[src/rtl/core/s88bsm_pkg.sv]
package s88bsm_pkg;

    // Store geometry
    localparam int MAX_MODULES = 62;
    localparam int MOD_W       = 6;
    localparam int PHASE_W     = 10;
    localparam int BIT_W       = 9;

    // Stream widths
    localparam int S_DATA_W = 8;
    localparam int S_USER_W = 2;
    localparam int M_DATA_W = 16;

    // Tick schedule phases
    localparam logic [PHASE_W-1:0] PH_PS_HI    = PHASE_W'(3);
    localparam logic [PHASE_W-1:0] PH_CLK_HI   = PHASE_W'(4);
    localparam logic [PHASE_W-1:0] PH_SAMPLE0  = PHASE_W'(5);
    localparam logic [PHASE_W-1:0] PH_RST_HI   = PHASE_W'(9);
    localparam logic [PHASE_W-1:0] PH_RST_LO   = PHASE_W'(10);
    localparam logic [PHASE_W-1:0] PH_PS_LO    = PHASE_W'(11);
    localparam logic [PHASE_W-1:0] PH_DATA     = PHASE_W'(12);
    localparam logic [PHASE_W-1:0] SCAN_HEAD   = PHASE_W'(10);

    typedef enum logic [1:0] {
        OP_TICK = 2'd0,
        OP_READ = 2'd1,
        OP_ACK  = 2'd2
    } op_t;

    typedef enum logic [1:0] {
        ST_UNCHANGED = 2'd0,
        ST_READING   = 2'd1,
        ST_CHANGED   = 2'd2
    } scan_status_t;

    // Bus line levels
    typedef struct packed {
        logic rst;
        logic clk;
        logic ps;
    } pins_t;

    // Item state handed from the scheduler stage to the update stage
    typedef struct packed {
        op_t              op;
        logic             level;
        logic             sample;    // tick samples an in-range store bit
        logic [2:0]       bit_pos;
        logic             end_scan;  // tick closes the scan
        logic             rd_hit;    // read op addresses an active module
        logic [MOD_W-1:0] addr;
        pins_t            pins;      // line levels after this item
    } s1_info_t;

endpackage

[src/rtl/core/s88bsm_ram.sv]
module s88bsm_ram #(
    parameter int WIDTH = 8,
    parameter int DEPTH = 62
) (
    input  logic                     clk,
    input  logic                     we,
    input  logic [$clog2(DEPTH)-1:0] waddr,
    input  logic [WIDTH-1:0]         wdata,
    input  logic                     re,
    input  logic [$clog2(DEPTH)-1:0] raddr,
    output logic [WIDTH-1:0]         rdata
);

    logic [WIDTH-1:0] mem [DEPTH];
    logic [WIDTH-1:0] rdata_reg;

    // Write port
    always_ff @(posedge clk)
    begin
        if (we)
        begin
            mem[waddr] <= wdata;
        end
    end

    // Registered read port, old data on a same-cycle write
    always_ff @(posedge clk)
    begin
        if (re)
        begin
            rdata_reg <= mem[raddr];
        end
    end

    assign rdata = rdata_reg;

endmodule

[src/rtl/core/s88bsm_sched.sv]
module s88bsm_sched (
    input  logic                       clk,
    input  logic                       rst_n,
    input  logic                       cfg_wr_en,
    input  logic [s88bsm_pkg::MOD_W-1:0] cfg_wr_data,
    input  logic                       accept,
    input  logic                       advance,
    input  logic [1:0]                 in_op,
    input  logic                       in_level,
    input  logic [s88bsm_pkg::MOD_W-1:0] in_index,
    output logic                       ram_re,
    output logic [s88bsm_pkg::MOD_W-1:0] ram_raddr,
    output logic                       s1_valid,
    output s88bsm_pkg::s1_info_t       s1_info
);

    import s88bsm_pkg::*;

    logic [MOD_W-1:0]   module_count_reg;
    logic [PHASE_W-1:0] phase_reg, phase_next;
    logic [BIT_W-1:0]   bit_idx_reg, bit_idx_next;
    pins_t              pins_reg, pins_next;
    logic               s1_valid_reg, s1_valid_next;
    s1_info_t           s1_reg, s1_next;

    logic [MOD_W-1:0]   m_act;
    logic [PHASE_W-1:0] limit;
    logic [PHASE_W-1:0] phase_inc;
    logic [MOD_W-1:0]   sample_mod;
    logic               sample_phase;
    logic               do_tick;
    op_t                op;

    assign op = op_t'(in_op);

    // Active module count, zero when the bus is off
    always_comb
    begin
        if (module_count_reg != '0 && module_count_reg <= MOD_W'(MAX_MODULES))
        begin
            m_act = module_count_reg;
        end
        else
        begin
            m_act = '0;
        end
    end

    assign limit      = SCAN_HEAD + PHASE_W'({m_act, 4'b0000});
    assign phase_inc  = phase_reg + PHASE_W'(1);
    assign sample_mod = bit_idx_reg[BIT_W-1:3];
    assign do_tick    = accept && (op == OP_TICK) && (m_act != '0);

    // Tick schedule: line levels, sampling, counter advance and scan end; item payload for every accepted op
    always_comb
    begin
        pins_next    = pins_reg;
        phase_next   = phase_reg;
        bit_idx_next = bit_idx_reg;
        sample_phase = 1'b0;
        s1_next      = s1_reg;

        if (do_tick)
        begin
            if (phase_reg == PH_PS_HI)
            begin
                pins_next.ps = 1'b1;
            end
            if (phase_reg == PH_CLK_HI)
            begin
                pins_next.clk = 1'b1;
            end
            if (phase_reg == PH_SAMPLE0)
            begin
                pins_next.clk = 1'b0;
                sample_phase  = 1'b1;
            end
            if (phase_reg == PH_RST_HI)
            begin
                pins_next.rst = 1'b1;
            end
            if (phase_reg == PH_RST_LO)
            begin
                pins_next.rst = 1'b0;
            end
            if (phase_reg == PH_PS_LO)
            begin
                pins_next.ps = 1'b0;
            end
            if (phase_reg >= PH_DATA && phase_reg < limit)
            begin
                if (!phase_reg[0])
                begin
                    pins_next.clk = 1'b1;
                end
                else
                begin
                    pins_next.clk = 1'b0;
                    sample_phase  = 1'b1;
                end
            end
            if (sample_phase)
            begin
                bit_idx_next = bit_idx_reg + BIT_W'(1);
            end
            phase_next = phase_inc;
            if (phase_inc >= limit)
            begin
                phase_next   = '0;
                bit_idx_next = '0;
                pins_next    = '0;
            end
        end

        if (accept)
        begin
            s1_next.op       = op;
            s1_next.level    = in_level;
            s1_next.sample   = sample_phase && (sample_mod < m_act);
            s1_next.bit_pos  = bit_idx_reg[2:0];
            s1_next.end_scan = do_tick && (phase_inc >= limit);
            s1_next.rd_hit   = (op == OP_READ) && (in_index < m_act);
            s1_next.addr     = (op == OP_READ) ? in_index : sample_mod;
            s1_next.pins     = pins_next;
        end
    end

    // Store read is issued as the item enters
    assign ram_re    = accept && (s1_next.sample || s1_next.rd_hit);
    assign ram_raddr = s1_next.addr;

    // Stage occupancy
    always_comb
    begin
        if (accept)
        begin
            s1_valid_next = 1'b1;
        end
        else if (advance)
        begin
            s1_valid_next = 1'b0;
        end
        else
        begin
            s1_valid_next = s1_valid_reg;
        end
    end

    // Control state
    always_ff @(posedge clk or negedge rst_n)
    begin
        if (!rst_n)
        begin
            module_count_reg <= '0;
            phase_reg        <= '0;
            bit_idx_reg      <= '0;
            pins_reg         <= '0;
            s1_valid_reg     <= 1'b0;
        end
        else
        begin
            if (cfg_wr_en)
            begin
                module_count_reg <= cfg_wr_data;
            end
            phase_reg    <= phase_next;
            bit_idx_reg  <= bit_idx_next;
            pins_reg     <= pins_next;
            s1_valid_reg <= s1_valid_next;
        end
    end

    // Item payload
    always_ff @(posedge clk)
    begin
        s1_reg <= s1_next;
    end

    assign s1_valid = s1_valid_reg;
    assign s1_info  = s1_reg;

endmodule

[src/rtl/core/s88bsm_update.sv]
module s88bsm_update (
    input  logic                         clk,
    input  logic                         rst_n,
    input  logic                         advance,
    input  s88bsm_pkg::s1_info_t         s1_info,
    input  logic [7:0]                   ram_rdata,
    output logic                         ram_we,
    output logic [s88bsm_pkg::MOD_W-1:0] ram_waddr,
    output logic [7:0]                   ram_wdata,
    input  logic                         out_ready,
    output logic                         out_valid,
    output s88bsm_pkg::pins_t            out_pins,
    output logic [7:0]                   out_byte,
    output s88bsm_pkg::scan_status_t     out_status
);

    import s88bsm_pkg::*;

    logic [MAX_MODULES-1:0] written_reg, written_next;
    logic                   fwd_valid_reg;
    logic [MOD_W-1:0]       fwd_addr_reg;
    logic [7:0]             fwd_data_reg;
    scan_status_t           status_reg, status_next;
    logic                   out_valid_reg, out_valid_next;
    pins_t                  out_pins_reg;
    logic [7:0]             out_byte_reg, byte_next;
    scan_status_t           out_status_reg;

    logic [7:0]             old_byte;
    logic                   old_bit;
    logic                   bit_diff;

    // Stored byte: last write wins, never-written entries read as zero
    always_comb
    begin
        if (fwd_valid_reg && fwd_addr_reg == s1_info.addr)
        begin
            old_byte = fwd_data_reg;
        end
        else if (written_reg[s1_info.addr])
        begin
            old_byte = ram_rdata;
        end
        else
        begin
            old_byte = '0;
        end
    end

    assign old_bit  = old_byte[s1_info.bit_pos];
    assign bit_diff = s1_info.sample && (old_bit != s1_info.level);

    // Sample write-back, only when the sampled bit differs
    assign ram_we    = advance && bit_diff;
    assign ram_waddr = s1_info.addr;
    assign ram_wdata = old_byte ^ (8'd1 << s1_info.bit_pos);

    // Scan status update, in item order
    always_comb
    begin
        status_next = status_reg;
        if (s1_info.op == OP_ACK)
        begin
            status_next = ST_UNCHANGED;
        end
        if (bit_diff)
        begin
            status_next = ST_READING;
        end
        if (s1_info.end_scan && status_next == ST_READING)
        begin
            status_next = ST_CHANGED;
        end
    end

    assign byte_next = s1_info.rd_hit ? old_byte : 8'd0;

    always_comb
    begin
        written_next = written_reg;
        if (ram_we)
        begin
            written_next[ram_waddr] = 1'b1;
        end
    end

    // Result register occupancy
    always_comb
    begin
        if (advance)
        begin
            out_valid_next = 1'b1;
        end
        else if (out_ready)
        begin
            out_valid_next = 1'b0;
        end
        else
        begin
            out_valid_next = out_valid_reg;
        end
    end

    // Control state
    always_ff @(posedge clk or negedge rst_n)
    begin
        if (!rst_n)
        begin
            written_reg   <= '0;
            fwd_valid_reg <= 1'b0;
            status_reg    <= ST_UNCHANGED;
            out_valid_reg <= 1'b0;
        end
        else
        begin
            written_reg   <= written_next;
            out_valid_reg <= out_valid_next;
            if (ram_we)
            begin
                fwd_valid_reg <= 1'b1;
            end
            if (advance)
            begin
                status_reg <= status_next;
            end
        end
    end

    // Forwarding copy and result payload
    always_ff @(posedge clk)
    begin
        if (ram_we)
        begin
            fwd_addr_reg <= ram_waddr;
            fwd_data_reg <= ram_wdata;
        end
        if (advance)
        begin
            out_pins_reg   <= s1_info.pins;
            out_byte_reg   <= byte_next;
            out_status_reg <= status_next;
        end
    end

    assign out_valid  = out_valid_reg;
    assign out_pins   = out_pins_reg;
    assign out_byte   = out_byte_reg;
    assign out_status = out_status_reg;

    // Only a tick with an in-range sample writes the store
    a_we_tick : assert property (@(posedge clk) disable iff (!rst_n)
        ram_we |-> (s1_info.op == OP_TICK && s1_info.sample))
        else $error("store written by a non-sampling item");

    // Non-read items return a zero byte
    a_byte_zero : assert property (@(posedge clk) disable iff (!rst_n)
        (advance && s1_info.op != OP_READ) |=> (out_byte_reg == 8'd0))
        else $error("read_byte nonzero on a non-read item");

    // Acknowledge clears the status
    a_ack : assert property (@(posedge clk) disable iff (!rst_n)
        (advance && s1_info.op == OP_ACK) |=> (out_status_reg == ST_UNCHANGED))
        else $error("acknowledge did not clear status");

    // A reading scan that ends is reported as changed
    a_end_scan : assert property (@(posedge clk) disable iff (!rst_n)
        (advance && s1_info.end_scan && (bit_diff || status_reg == ST_READING))
        |=> (out_status_reg == ST_CHANGED && status_reg == ST_CHANGED))
        else $error("scan end did not mark status changed");

endmodule

[src/rtl/core/s88_bus_scan_master.sv]
// Channel    | Dir | Signals                      | Contents (low bit first)
// s_axis     | in  | s_tvalid s_tready s_tdata    | tdata: data_pin, module_index[5:0]
//            |     | s_tuser                      | tuser: op[1:0]
// m_axis     | out | m_tvalid m_tready m_tdata    | tdata: ps_level, clk_level,
//            |     |                              | reset_level, read_byte[7:0],
//            |     |                              | scan_status[1:0]
// config     | in  | cfg_wr_en cfg_wr_data        | module_count[5:0]
//
// Each item passes from input transfer through the schedule stage (store
// read issued) and then the update stage (store compare and write-back)
// to its result. One item is accepted per cycle while the result is not
// stalled; back-to-back samples of one store byte are forwarded from the
// last write. Reset clears the control state and the store's written
// flags, so the store reads as zero at once. A stalled result holds the
// update stage; input is still taken while the schedule stage can move on.
module s88_bus_scan_master (
    input  logic                             clk,
    input  logic                             rst_n,
    input  logic                             cfg_wr_en,
    input  logic [s88bsm_pkg::MOD_W-1:0]     cfg_wr_data,  // module_count
    input  logic                             s_tvalid,
    output logic                             s_tready,
    input  logic [s88bsm_pkg::S_DATA_W-1:0]  s_tdata,      // data_pin, module_index
    input  logic [s88bsm_pkg::S_USER_W-1:0]  s_tuser,      // op
    output logic                             m_tvalid,
    input  logic                             m_tready,
    output logic [s88bsm_pkg::M_DATA_W-1:0]  m_tdata       // ps, clk, reset, byte, status
);

    import s88bsm_pkg::*;

    logic               accept;
    logic               advance;
    logic               s1_valid;
    s1_info_t           s1_info;
    logic               ram_re;
    logic [MOD_W-1:0]   ram_raddr;
    logic [7:0]         ram_rdata;
    logic               ram_we;
    logic [MOD_W-1:0]   ram_waddr;
    logic [7:0]         ram_wdata;
    logic               out_valid;
    pins_t              out_pins;
    logic [7:0]         out_byte;
    scan_status_t       out_status;

    // Handshake: the update stage moves when the result register frees up
    assign advance  = s1_valid && (!out_valid || m_tready);
    assign s_tready = !s1_valid || advance;
    assign accept   = s_tvalid && s_tready;

    s88bsm_sched u_sched (
        .clk         (clk),
        .rst_n       (rst_n),
        .cfg_wr_en   (cfg_wr_en),
        .cfg_wr_data (cfg_wr_data),
        .accept      (accept),
        .advance     (advance),
        .in_op       (s_tuser[1:0]),
        .in_level    (s_tdata[0]),
        .in_index    (s_tdata[MOD_W:1]),
        .ram_re      (ram_re),
        .ram_raddr   (ram_raddr),
        .s1_valid    (s1_valid),
        .s1_info     (s1_info)
    );

    s88bsm_ram #(
        .WIDTH (8),
        .DEPTH (MAX_MODULES)
    ) u_store (
        .clk   (clk),
        .we    (ram_we),
        .waddr (ram_waddr),
        .wdata (ram_wdata),
        .re    (ram_re),
        .raddr (ram_raddr),
        .rdata (ram_rdata)
    );

    s88bsm_update u_update (
        .clk        (clk),
        .rst_n      (rst_n),
        .advance    (advance),
        .s1_info    (s1_info),
        .ram_rdata  (ram_rdata),
        .ram_we     (ram_we),
        .ram_waddr  (ram_waddr),
        .ram_wdata  (ram_wdata),
        .out_ready  (m_tready),
        .out_valid  (out_valid),
        .out_pins   (out_pins),
        .out_byte   (out_byte),
        .out_status (out_status)
    );

    // Result transfer
    assign m_tvalid = out_valid;
    assign m_tdata  = {3'b000, out_status, out_byte, out_pins.rst, out_pins.clk, out_pins.ps};

endmodule
[config.mk]
export PLATFORM = sky130hd
export DESIGN_NAME = s88_bus_scan_master
export DESIGN_NICKNAME = d
export VERILOG_FILES = /design/src/rtl/core/s88bsm_pkg.sv /design/src/rtl/core/s88bsm_ram.sv /design/src/rtl/core/s88bsm_sched.sv /design/src/rtl/core/s88bsm_update.sv /design/src/rtl/core/s88_bus_scan_master.sv
export SDC_FILE = /design/constraint.sdc
export NUM_CORES = 1
export LEC_CHECK = 0
export BUFFER_PORTS_ARGS = -buffer_cell sky130_fd_sc_hd__buf_2
export CAP_MARGIN = 20
export CORE_UTILIZATION = 37
export CTS_CLUSTER_SIZE = 40
export DETAILED_ROUTE_END_ITERATION = 8
export PLACE_DENSITY = 0.52
export SYNTH_ARGS = -nofsm -noshare
export SYNTH_HDL_FRONTEND = slang
export SYNTH_SLANG_ARGS = --single-unit
[constraint.sdc]
create_clock -name clk -period 6.28 [get_ports clk]
set_input_delay 0.942 -clock clk [delete_from_list [all_inputs] [get_ports clk]]
set_output_delay 0.942 -clock clk [all_outputs]
set_load 0.02 [all_outputs]
==> impl_metrics.py <==
metrics = {
    "yosys": {
        "synth_seq_cells": 644,
        "synth_top_area_cell": "edfxtp_1",
        "ys_top_cells_by_area": "edfxtp_1 60%, mux4_2 11%, dfrtp_1 8.8%, mux2i_1 2.2%, and3_1 1.6%",
        "async_flop_share": 0.1475,
        "yosysTopAreaCellShare": 0.6030,
        "synthCells": 1538,
        "ys_types": 67,
        "yosys_most_used_dff": "edfxtp_1",
        "synth_warnings": 0,
        "ys_seq_area_frac": 0.6972,
        "synth_edf_count": 541,
        "syn_area_mm2": 0.02694,
        "avgSynthCellArea_um2": 17.52,
    },
    "sta": {
        "worst_slew_pin_slew_ps": 1143,
        "period_minus_slack_ps": 4957,
        "setup_ws_ps": 1323,
        "fmax_mhz": 201.7,
        "hold_viol_final": 0,
        "tns_ps": 0,
        "skew_ps": 22.65,
        "setup_viol": 0,
        "rsz0062_at_grt": "no",
        "finalCritPeriodShare": 0.7894,
        "slew_headroom": 0.2382,
        "finalMaxSlewViolations": 0,
        "finalHoldWorstSlack_ps": 177.4,
    },
    "route": {
        "post-route-drc-count": 0,
        "viasPerCell": 5.460,
        "vias": 14270,
        "drtIter0Drc": 1189,
        "ant_nets": 0,
        "routedWlPerCell_um": 23.96,
        "dr.pass1.iters": 5,
        "routed_wl_mm": 62.60,
    },
    "clock_network": {
        "clockBufferDepth": 3,
        "cts.hold.buffers_added": 0,
        "clk_pin_slew_ps": 60,
        "cts.sink_count": 644,
        "cts_resized": 0,
        "h-tree-depth": 3,
        "tritoncts": "built",
        "post_cts_buffers": 0,
        "root_buffer": "clkbuf_16",
        "insertion_delay_ps": 630,
        "cts_buffers": 71,
    },
    "power": {
        "power_frac_comb": 0.139,
        "p_seq_frac": 0.462,
        "p_int_mw": 8.112,
        "vdd_ir_drop_max_uv": 204.7,
        "finalPower_mw": 10.89,
        "p_sw_frac": 0.2550,
        "p_switching_mw": 2.776,
        "power.density_mw_per_mm2": 351.4,
        "clockPowerShare": 0.399,
        "p_leak_nw": 11.39,
    },
    "global_routing": {
        "track_usage": 0.1717,
        "grt_pass1_vias": 14720,
        "grt_max_degree": 82,
        "overflow": 0,
        "grt_pass1_wl_mm": 94.63,
        "grt_antenna_before_repair": 2,
    },
    "floorplan": {
        "dieHeight_um": 271.8,
        "die_w_um": 271.8,
        "io_pins": 39,
        "rows": 98,
        "start_util": 0.3756,
        "core_mm2": 0.07173,
        "die_area_mm2": 0.07390,
    },
    "worst_setup_path": {
        "rr_worst_depth": 11,
        "criticalPathCategory": "reg2reg",
        "reg2reg_slack_ps": 1320,
        "worstSetupStartpointType": "register",
        "critPathLaunch": "u_sched.s1_info[3]$_DFF_P_",
        "cp-end-kind": "register",
        "crit_fanout": 53,
        "cp_data_arrival_time_ps": 5210,
        "r2r_start": "u_sched.s1_info[3]$_DFF_P_",
        "cp_data_required_time_ps": 6530,
    },
    "placed_design": {
        "numPortBuffers": 34,
        "gp_congestion": 0.7827,
        "hpwl_mm": 38.07,
        "place_worst_setup_slack_ps": 1177,
        "placed_area_mm2": 0.02849,
    },
    "worst_hold_path": {
        "hold_class": "in2async",
    },
    "final_layout": {
        "area_delta_synth_final_pct": 15.01,
        "layout_commonest_cell": "edfxtp_1",
        "fillerInstances": 6303,
        "final_cell_mix": "541 x edfxtp_1, 135 x mux4_2, 95 x dfrtp_1",
        "drive_gt1_frac": 0.2377,
        "final_area_mm2": 0.03099,
        "final_net_count": 1653,
        "largest_reg_flops": 496,
    },
    "outcome": {
        "status": "finished, final reports clean",
    },
    "run": {
        "max-cap-violations": 0,
    },
}
-- worst paths after layout --
check                                                 endpoint
hold / removal                u_sched.phase_reg[6]$_DFFE_PN0P_
setup / recovery                  u_store.mem[46][3]$_DFFE_PP_
max in group asynchronous  u_update.written_reg[7]$_DFFE_PN0P_
min in group clk                u_update.out_pins[2]$_DFFE_PP_
setup reg to reg                  u_store.mem[46][3]$_DFFE_PP_
hold reg to reg                 u_update.out_pins[2]$_DFFE_PP_
-- layer usage --
metal | routed length (um) | GRT usage | up-vias
li1 | - | - | 6364
met1 | 28560 | 0.2419 | 7487
met2 | 29990 | 0.2745 | 319
met3 | 2661 | 0.03086 | 96
met4 | 1387 | 0.04583 | 0
met5 | 0 | 0 | -
-- worst max-delay path, stage by stage (launching register included) --
cell      delay [ps]
dfxtp_1          920
buf_4            340
mux4_2           520
mux2i_1          170
o22ai_1          100
or4b_4           630
a31oi_1          270
or4_1            210
o211ai_2         140
nand2_4          460
buf_4            290
and3_1           480
-- cells in the mapped netlist (6+ instances only) --
cell type  instances
xnor2_1           13
ha_1              27
dfxtp_1            8
clkbuf_2           6
nor4_1             6
nand2_1           64
a22oi_1           10
buf_6              9
nand4_1            6
o31ai_1            9
nand2b_1           7
nor3_1             8
nor3b_1            9
a31o_1            37
a31oi_1           12
and2_1            31
or4_1              8
buf_1             13
nor2b_1            7
a21o_1            18
xor2_1            10
mux2i_1           59
inv_1             17
a311oi_1           8
buf_2             19
mux2_2             8
a21oi_1           32
nand3b_1           6
o21ai_0           13
mux4_2           135
a31o_2            26
clkbuf_1          56
a211oi_1          41
edfxtp_1         541
nand3_1           15
and3_1            71
nor2_1            23
dfrtp_1           95
-- metrics by stage --
step           cells  utilization
2_1_floorplan   1540            -
3_3_place_gp    2478       0.3968
3_5_place_dp    2480       0.3971
4_1_cts         2610       0.4312
5_1_grt         2612       0.4319
6_report        2613       0.4320
-- cell families after synthesis --
kind of cell | share of synthesized area
xor+xnor | 0.007477
fa+ha+maj | 0.01254
flops | 0.6972
buf+inv | 0.02192
simple gates | 0.05527
compound gates | 0.06734
mux | 0.1381
other cells | 0.0001392
-- area by class of cell --
class	instances	area (um^2)	share of cell area
flip-flops and latches	644	18780	0.6062
multi-input cells	768	7725	0.2493
clock buffers	88	1861	0.06004
well taps	950	1189	0.03836
repair buffers	98	763.2	0.02463
clock inverters	42	580.6	0.01874
inverters	22	82.58	0.002665
diodes	1	2.502	0.00008076
-- power by group through the flow --
stage / sequential (mW) / combinational (mW) / clock [mW]
after global placement: 5.12 / 1.51 / 0
after floorplan: 5.11 / 0.971 / 0
after CTS: 5.03 / 1.55 / 4.43
final: 5.03 / 1.52 / 4.34
after global routing: 5.04 / 1.66 / 4.59
after detailed placement: 5.12 / 1.54 / 0
No activity file was read; power rests on OpenSTA's default activity.
